## config.mk

```make
export PLATFORM = sky130hd
export DESIGN_NAME = encoder_speed_duty_regulator
export DESIGN_NICKNAME = d
export VERILOG_FILES = /design/src/rtl/esdr_pkg.sv /design/src/rtl/esdr_div.sv /design/src/rtl/esdr_duty.sv /design/src/rtl/encoder_speed_duty_regulator.sv
export SDC_FILE = /design/constraint.sdc
export NUM_CORES = 1
export LEC_CHECK = 0
export BUFFER_PORTS_ARGS = -buffer_cell sky130_fd_sc_hd__buf_2
export CAP_MARGIN = 40
export CORE_MARGIN = 2
export CORE_UTILIZATION = 55
export DETAILED_ROUTE_END_ITERATION = 10
export PLACE_DENSITY = 0.83
export SYNTH_ARGS = -nofsm -noshare
export SYNTH_HDL_FRONTEND = slang
export SYNTH_SLANG_ARGS = --single-unit
```

## constraint.sdc

```tcl
create_clock -name clk -period 7.6 [get_ports clk]
set_input_delay 1.14 -clock clk [delete_from_list [all_inputs] [get_ports clk]]
set_output_delay 1.14 -clock clk [all_outputs]
set_load 0.005 [all_outputs]
```

## src/rtl/esdr_pkg.sv

```systemverilog
// Package for the encoder speed duty regulator.
// Holds the shared constants, request codes and the divider interface structs.
// No dependencies.
package esdr_pkg;

  localparam int NUM_W = 29;
  localparam logic [NUM_W-1:0] RPM_NUMER = 29'd320000000;
  localparam logic [15:0] RPM_MAX = 16'hFFFF;
  localparam logic [13:0] DUTY_FIELD_MAX = 14'h3FFF;

  localparam logic [1:0] REG_TARGET_RPM   = 2'd0;
  localparam logic [1:0] REG_ENGAGE_RPM   = 2'd1;
  localparam logic [1:0] REG_INITIAL_DUTY = 2'd2;

  localparam logic REQ_TICK = 1'b0;
  localparam logic REQ_EDGE = 1'b1;

  typedef struct packed {
    logic             start;
    logic [NUM_W-1:0] numer;
    logic [NUM_W-1:0] denom;
  } div_req_t;

  typedef struct packed {
    logic             done;
    logic [NUM_W-1:0] quot;
  } div_rsp_t;

endpackage

```

## src/rtl/esdr_div.sv

```systemverilog
// Restoring divider, one quotient bit per cycle.
// Depends on esdr_pkg for the operand width and the request structs.
module esdr_div import esdr_pkg::*; (
  input  logic     clk,
  input  logic     rst,
  input  div_req_t req,
  output div_rsp_t rsp
);

  localparam int CNT_W = $clog2(NUM_W);

  logic             busy;
  logic [CNT_W-1:0] cnt;
  logic [NUM_W-1:0] num_sh;
  logic [NUM_W-1:0] denom;
  logic [NUM_W-1:0] rem;
  logic [NUM_W-1:0] quot;
  logic             done;

  logic [NUM_W:0] trial;
  logic           ge;
  logic [NUM_W:0] diff;

  assign trial = {rem, num_sh[NUM_W-1]};
  assign ge    = trial >= {1'b0, denom};
  assign diff  = trial - {1'b0, denom};

  always_ff @(posedge clk) begin
    if (rst) begin
      busy <= 1'b0;
      done <= 1'b0;
      cnt  <= '0;
    end else begin
      done <= 1'b0;
      if (req.start) begin
        busy <= 1'b1;
        cnt  <= CNT_W'(NUM_W - 1);
      end else if (busy) begin
        cnt <= cnt - 1'b1;
        if (cnt == '0) begin
          busy <= 1'b0;
          done <= 1'b1;
        end
      end
    end
  end

  always_ff @(posedge clk) begin
    if (req.start) begin
      num_sh <= req.numer;
      denom  <= req.denom;
      rem    <= '0;
      quot   <= '0;
    end else if (busy) begin
      num_sh <= {num_sh[NUM_W-2:0], 1'b0};
      rem    <= ge ? diff[NUM_W-1:0] : trial[NUM_W-1:0];
      quot   <= {quot[NUM_W-2:0], ge};
    end
  end

  assign rsp.done = done;
  assign rsp.quot = quot;

endmodule

```

## src/rtl/esdr_duty.sv

```systemverilog
// Duty step logic: one step down or up on a fresh average above the engage speed, then floor and cap.
// Depends on esdr_pkg for field widths.
module esdr_duty import esdr_pkg::*; #(
  parameter logic [13:0] DUTY_CAP = 14'd10000
) (
  input  logic [13:0] duty,
  input  logic [15:0] average,
  input  logic [15:0] target_rpm,
  input  logic [15:0] engage_rpm,
  output logic [13:0] duty_next,
  output logic        adjusted
);

  logic [14:0] dec;
  logic [14:0] inc;
  logic [14:0] stepped;

  always_comb begin
    dec       = (duty > 14'd1) ? {1'b0, duty - 14'd1} : 15'd1;
    inc       = {1'b0, duty} + 15'd1;
    stepped   = (average > target_rpm) ? dec : inc;
    adjusted  = average > engage_rpm;
    duty_next = duty;
    if (adjusted) begin
      duty_next = (stepped > {1'b0, DUTY_CAP}) ? DUTY_CAP : stepped[13:0];
    end
  end

endmodule

```

## src/rtl/encoder_speed_duty_regulator.sv

```systemverilog
// Encoder speed duty regulator, top level: sequencer, state and output register.
// Depends on esdr_pkg, esdr_div and esdr_duty.
//
// channel  | direction | handshake             | payload
// s_axis   | in        | tvalid/tready         | tuser: req_type; tdata: counter_value
// m_axis   | out       | tvalid/tready         | tdata: duty, speed_rpm, average_rpm, adjusted
// cfg      | in        | cfg_we, no wait       | cfg_index, cfg_data
//
// A wrap tick steps through PREP and EMIT; an edge through PREP, SCALE, CHECK,
// RPM_DIV, POST and EMIT, adding AVG_MUL and AVG_STEP when it closes an average.
// An edge whose period is not positive or too long for a nonzero speed skips RPM_DIV.
// The average uses a reciprocal multiply.
// Synchronous reset loads the register defaults and clears the period count.
// The input stays not ready while an item is in work; a held result only stalls
// the sequencer at the output register.
module encoder_speed_duty_regulator import esdr_pkg::*; #(
  parameter int SAMPLES_PER_AVERAGE = 5,
  parameter int PWM_PERIOD          = 10000,
  parameter int COUNTER_WRAP        = 65536
) (
  input  logic        clk,
  input  logic        rst,
  input  logic        s_axis_tvalid,
  output logic        s_axis_tready,
  input  logic        s_axis_tuser,   // [0] req_type
  input  logic [15:0] s_axis_tdata,   // [15:0] counter_value
  output logic        m_axis_tvalid,
  input  logic        m_axis_tready,
  // [13:0] duty, [29:14] speed_rpm, [45:30] average_rpm, [46] adjusted, [47] zero
  output logic [47:0] m_axis_tdata,
  input  logic        cfg_we,
  input  logic [1:0]  cfg_index,
  input  logic [15:0] cfg_data
);

  localparam logic [13:0] DUTY_CAP = (PWM_PERIOD > 16383) ? DUTY_FIELD_MAX :
                                     14'(PWM_PERIOD);
  localparam logic [4:0]  SAMPLES  = 5'(SAMPLES_PER_AVERAGE);
  localparam logic signed [33:0] WRAP      = 34'(COUNTER_WRAP);
  localparam logic signed [33:0] TRACK_SAT = 34'sd4294967295;
  localparam int          AVG_SHIFT = 20 + $clog2(SAMPLES_PER_AVERAGE);
  localparam logic [21:0] AVG_RECIP = 22'(((1 << AVG_SHIFT) + SAMPLES_PER_AVERAGE - 1) /
                                          SAMPLES_PER_AVERAGE);

  localparam logic [3:0] S_IDLE     = 4'd0;
  localparam logic [3:0] S_PREP     = 4'd1;
  localparam logic [3:0] S_SCALE    = 4'd2;
  localparam logic [3:0] S_CHECK    = 4'd3;
  localparam logic [3:0] S_RPM_DIV  = 4'd4;
  localparam logic [3:0] S_POST     = 4'd5;
  localparam logic [3:0] S_AVG_MUL  = 4'd6;
  localparam logic [3:0] S_EMIT     = 4'd7;
  localparam logic [3:0] S_AVG_STEP = 4'd8;

  logic [3:0]         state;
  logic               req;
  logic [15:0]        cv;
  logic signed [32:0] track;
  logic signed [33:0] period;
  logic [35:0]        scaled;
  logic [15:0]        rpm;
  logic [19:0]        rpm_sum;
  logic [19:0]        avg_sum;
  logic [3:0]         sample_count;
  logic [13:0]        duty_value;
  logic [15:0]        last_rpm;
  logic [15:0]        last_average;
  logic               adjusted;
  logic [15:0]        target_rpm;
  logic [15:0]        engage_rpm;

  logic signed [33:0] track_sum;
  logic [19:0]        sum_inc;
  logic [3:0]         cnt_inc;
  logic               avg_close;
  logic [41:0]        avg_prod;
  logic [41:0]        avg_quot;
  logic               period_pos;
  logic               out_free;
  div_req_t           div_req;
  div_rsp_t           div_rsp;
  logic [13:0]        duty_next;
  logic               duty_adj;

  assign s_axis_tready = (state == S_IDLE);
  assign track_sum     = {track[32], track} + WRAP;
  assign sum_inc       = rpm_sum + {4'b0, rpm};
  assign cnt_inc       = sample_count + 4'd1;
  assign avg_close     = {1'b0, cnt_inc} >= SAMPLES;
  assign avg_prod      = {22'b0, avg_sum} * {20'b0, AVG_RECIP};
  assign avg_quot      = avg_prod >> AVG_SHIFT;
  assign period_pos    = !period[33] && (period != '0);
  assign out_free      = !m_axis_tvalid || m_axis_tready;

  always_comb begin
    div_req.start = 1'b0;
    div_req.numer = RPM_NUMER;
    div_req.denom = scaled[NUM_W-1:0];
    if (state == S_CHECK) begin
      div_req.start = period_pos && (scaled <= 36'(RPM_NUMER));
    end
  end

  esdr_div u_div (
    .clk (clk),
    .rst (rst),
    .req (div_req),
    .rsp (div_rsp)
  );

  esdr_duty #(
    .DUTY_CAP (DUTY_CAP)
  ) u_duty (
    .duty       (duty_value),
    .average    (last_average),
    .target_rpm (target_rpm),
    .engage_rpm (engage_rpm),
    .duty_next  (duty_next),
    .adjusted   (duty_adj)
  );

  always_ff @(posedge clk) begin
    if (rst) begin
      state         <= S_IDLE;
      track         <= '0;
      rpm_sum       <= '0;
      sample_count  <= '0;
      duty_value    <= 14'd3333;
      last_rpm      <= '0;
      last_average  <= '0;
      adjusted      <= 1'b0;
      target_rpm    <= 16'd900;
      engage_rpm    <= 16'd600;
      m_axis_tvalid <= 1'b0;
    end else begin
      if (m_axis_tready && state != S_EMIT) begin
        m_axis_tvalid <= 1'b0;
      end
      if (cfg_we) begin
        unique case (cfg_index)
          REG_TARGET_RPM:   target_rpm <= cfg_data;
          REG_ENGAGE_RPM:   engage_rpm <= cfg_data;
          REG_INITIAL_DUTY: duty_value <= cfg_data[13:0];
          default: ;
        endcase
      end
      unique case (state)
        S_IDLE: begin
          if (s_axis_tvalid) begin
            req   <= s_axis_tuser;
            cv    <= s_axis_tdata;
            state <= S_PREP;
          end
        end
        S_PREP: begin
          adjusted <= 1'b0;
          if (req == REQ_TICK) begin
            track <= (track_sum > TRACK_SAT) ? 33'h0_FFFF_FFFF : track_sum[32:0];
            state <= S_EMIT;
          end else begin
            period <= {track[32], track} + $signed({18'b0, cv});
            track  <= -$signed({17'b0, cv});
            state  <= S_SCALE;
          end
        end
        S_SCALE: begin
          scaled <= {1'b0, period[32:0], 2'b0} + {2'b0, period[32:0], 1'b0};
          state  <= S_CHECK;
        end
        S_CHECK: begin
          if (!period_pos) begin
            rpm   <= RPM_MAX;
            state <= S_POST;
          end else if (scaled > 36'(RPM_NUMER)) begin
            rpm   <= '0;
            state <= S_POST;
          end else begin
            state <= S_RPM_DIV;
          end
        end
        S_RPM_DIV: begin
          if (div_rsp.done) begin
            rpm   <= (div_rsp.quot > NUM_W'(RPM_MAX)) ? RPM_MAX : div_rsp.quot[15:0];
            state <= S_POST;
          end
        end
        S_POST: begin
          last_rpm <= rpm;
          if (avg_close) begin
            avg_sum      <= sum_inc;
            rpm_sum      <= '0;
            sample_count <= '0;
            state        <= S_AVG_MUL;
          end else begin
            rpm_sum      <= sum_inc;
            sample_count <= cnt_inc;
            state        <= S_EMIT;
          end
        end
        S_AVG_MUL: begin
          last_average <= avg_quot[15:0];
          state        <= S_AVG_STEP;
        end
        S_AVG_STEP: begin
          duty_value <= duty_next;
          adjusted   <= duty_adj;
          state      <= S_EMIT;
        end
        S_EMIT: begin
          if (out_free) begin
            m_axis_tvalid <= 1'b1;
            m_axis_tdata  <= {1'b0, adjusted, last_average, last_rpm, duty_value};
            state         <= S_IDLE;
          end
        end
        default: state <= S_IDLE;
      endcase
    end
  end

endmodule
```

==> flow_summary.yaml <==
timing:
  fmax_mhz: 149.4
  setup_violations: 0
  slew_headroom: 0.3541
  maxSlewViolCount: 0
  fin_skew_ns: 0.03395
  setup_tns_ns: 0
  min_period_ns: 6.691
  period_share: 0.8804
  rsz0062_at_grt: "false"
  tightest_slew_ns: 0.9445
  whs_ns: 0.4320
  hold_viol_final: 0
floorplan:
  fp.dieW_um: 233.2
  rows: 83
  core_um2: 51610
  die_area_um2: 54370
  dieHeight_um: 233.2
  initial_core_util: 0.5597
  io_pins: 90
synth:
  synth.largest_area_cell: "edfxtp_1"
  syn_nets: 3490
  synth_area_um2: 28890
  seq_area_frac_synth: 0.3593
  synthCells: 2974
  synth_area_leaders: "edfxtp_1, dfxtp_1, ha_1"
  yosysWarnings: 0
  synth_top_area_frac: 0.2048
  yosysMostFrequentCell: "inv_1"
  synthTopCellsByCount: "inv_1, ha_1, nand2_1"
  synth_edf_count: 197
  yosys_most_used_dff: "dfxtp_1"
  synth_cell_type_count: 85
  ys_ff_latch: 420
  synthArstFlopShare: 0
  syn_area_per_cell_um2: 9.713
clock_tree:
  htree_levels: 2
  clockBufferDepth: 3
  cts_tree: "built"
  cts_sinks: 420
  post_cts_buffers: 0
  insertion_delay_ns: 0.61
  cts_made_buffers: 46
  postCtsResizedCells: 0
  path_clk_slew_ns: 0.07
  cts_hold_buf: 0
  cts-root-buf: "clkbuf_16"
drt:
  wl_per_cell_um: 16.67
  drt-initial-drc-count: 1424
  vias: 21323
  via_per_inst: 5.666
  first_pass_iters: 6
  wirelength_mm: 62.74
  drcViolationCount: 0
  final_antenna_net_count: 0
placed_design:
  dp_hpwl_mm: 47.43
  dp.cells: 3676
  gp_congestion: 0.9661
  port_buffers: 88
  placed_area_um2: 30030
global_route:
  top_usage_layer: "met2"
  grt_pass1_wl_mm: 104.6
  use_met3: 0.04700
  groute.usage.overall: 0.2375
  met1_usage: 0.3145
  antenna_found_initial: 2
  gr-total-overflow: 0
  grt_pass1_vias: 20894
  use_met2: 0.3963
  grt_max_degree: 72
layout:
  design_area_um2: 31640
  stdcell_count: 3763
  register_area_um2: 10380
  multi_input_area_um2: 16820
  synthToLayoutAreaGrowth_pct: 9.516
  final_nets: 3560
  drive_above_1_share: 0.07657
  n_fill_cell: 4153
setup_path:
  arrival_ns: 7.19
  worst_setup_path_start_kind: "flip-flop"
  end_kind: "flip-flop"
  cp_max_fo: 8
  crit_type: "flip-flop to flip-flop"
  required_ns: 8.10
flow_run:
  max_cap_violations: 0
run_status:
  status: "complete, no violations"
pwr:
  ir_worst_vdd_mv: 0.2088
  power.static_leakage_nw: 13.77
  p_per_area_nw_per_um2: 178.4
hold_path:
  hold_class: "flip-flop to flip-flop"
-- routing by layer --
layer  wire (µm)  share of wire  vias up
met2       29380           0.47      606
met1       27560           0.44    10067
met5          13        0.00021        -
li1            -              -    10523
met3        4191          0.067      125
met4        1596          0.025        2
-- metrics by stage --
step                power [mW]  worst slack [ns]  utilization
global route             5.881            0.5906       0.6129
floorplan                3.175             1.728            -
detailed placement       3.353             1.028       0.5818
global placement         3.330             1.286       0.5812
CTS                      5.679            0.9875       0.6129
finish                   5.645            0.9086       0.6130
-- cells in the final DEF (no fill, tap or decap), types with 31 or more instances in the layout --
master,Yosys,final
nor3_1,58,56
nand2_1,233,233
a21o_1,50,50
xnor2_1,97,97
o21a_1,39,39
buf_2,4,87
clkbuf_16,0,48
ha_1,342,342
mux2i_1,72,72
inv_1,356,356
edfxtp_1,197,197
and3_1,33,33
dfxtp_1,223,222
nand3_1,52,52
nor2_1,224,223
fa_1,134,134
xor2_1,53,53
a21oi_1,204,203
nand4_1,31,31
o21ai_0,121,121
-- area by class of cell --
cell class,count,share of cell area
flip-flops and latches,420,0.3282
clock buffers,61,0.04109
inverters,357,0.04236
clock inverters,25,0.009729
well taps,680,0.02689
multi-input cells,2106,0.5317
repair buffers,113,0.01993
diodes,1,0.00007910
-- path summary, 6_finish.rpt --
kind | startpoint | end | slack (ns) | cells after the start
max | avg_sum[2] | last_average[11] | 0.91 | 20
min | last_rpm[3] | m_axis_tdata[17] | 0.43 | 0
max reg2reg | avg_sum[2] | last_average[11] | 0.91 | 20
min reg2reg | last_rpm[3] | m_axis_tdata[17] | 0.43 | 0
-- cell families (layout without fill, tap and decap cells) --
kind of cell               count (synthesis)  count (layout)  synth area share
xor gates and xnor gates                 150             150           0.04548
and+or+nand+nor                          784             784            0.1282
muxes                                     75              75           0.02612
buffers and inverters                    448             556           0.05994
other                                      1               2         0.0001298
AOI/OAI and AO/OA                        620             620            0.1398
adders and majority gates                476             476            0.2410
DFF                                      420             420            0.3593
-- worst max-delay path: stages (launching register included) --
cell	delay (ns)
edfxtp_1	0.55
ha_1	0.43
xor2_1	0.20
ha_1	0.19
or2_2	0.32
fa_1	0.50
fa_1	0.55
fa_1	0.57
inv_1	0.06
fa_1	0.54
inv_1	0.05
ha_1	0.29
ha_1	0.36
nand4_1	0.15
nor3_1	0.33
nand3_1	0.21
a31oi_1	0.55
a21oi_1	0.21
o21ba_2	0.24
xnor2_1	0.12
a22o_1	0.18
-- flip-flops by register name, indices dropped and copies added (netlist names), 16 cells and up --
name and cells:
last_rpm 16, last_average 16, u_div.quot 29, period 34, avg_sum 20, m_axis_tdata 47
u_div.rem 29, rpm 16, track 33, rpm_sum 20, u_div.num_sh 17, target_rpm 16
cv 16, engage_rpm 16, u_div.denom 28, scaled 35
-- where the power goes --
part,switching (mW),internal [mW],leakage (nW)
registers,0.0969,2.50,3.60
clock network,0.964,1.36,0.791
logic,0.427,0.294,9.38
Note: power is estimated with default switching activity, not from simulation.
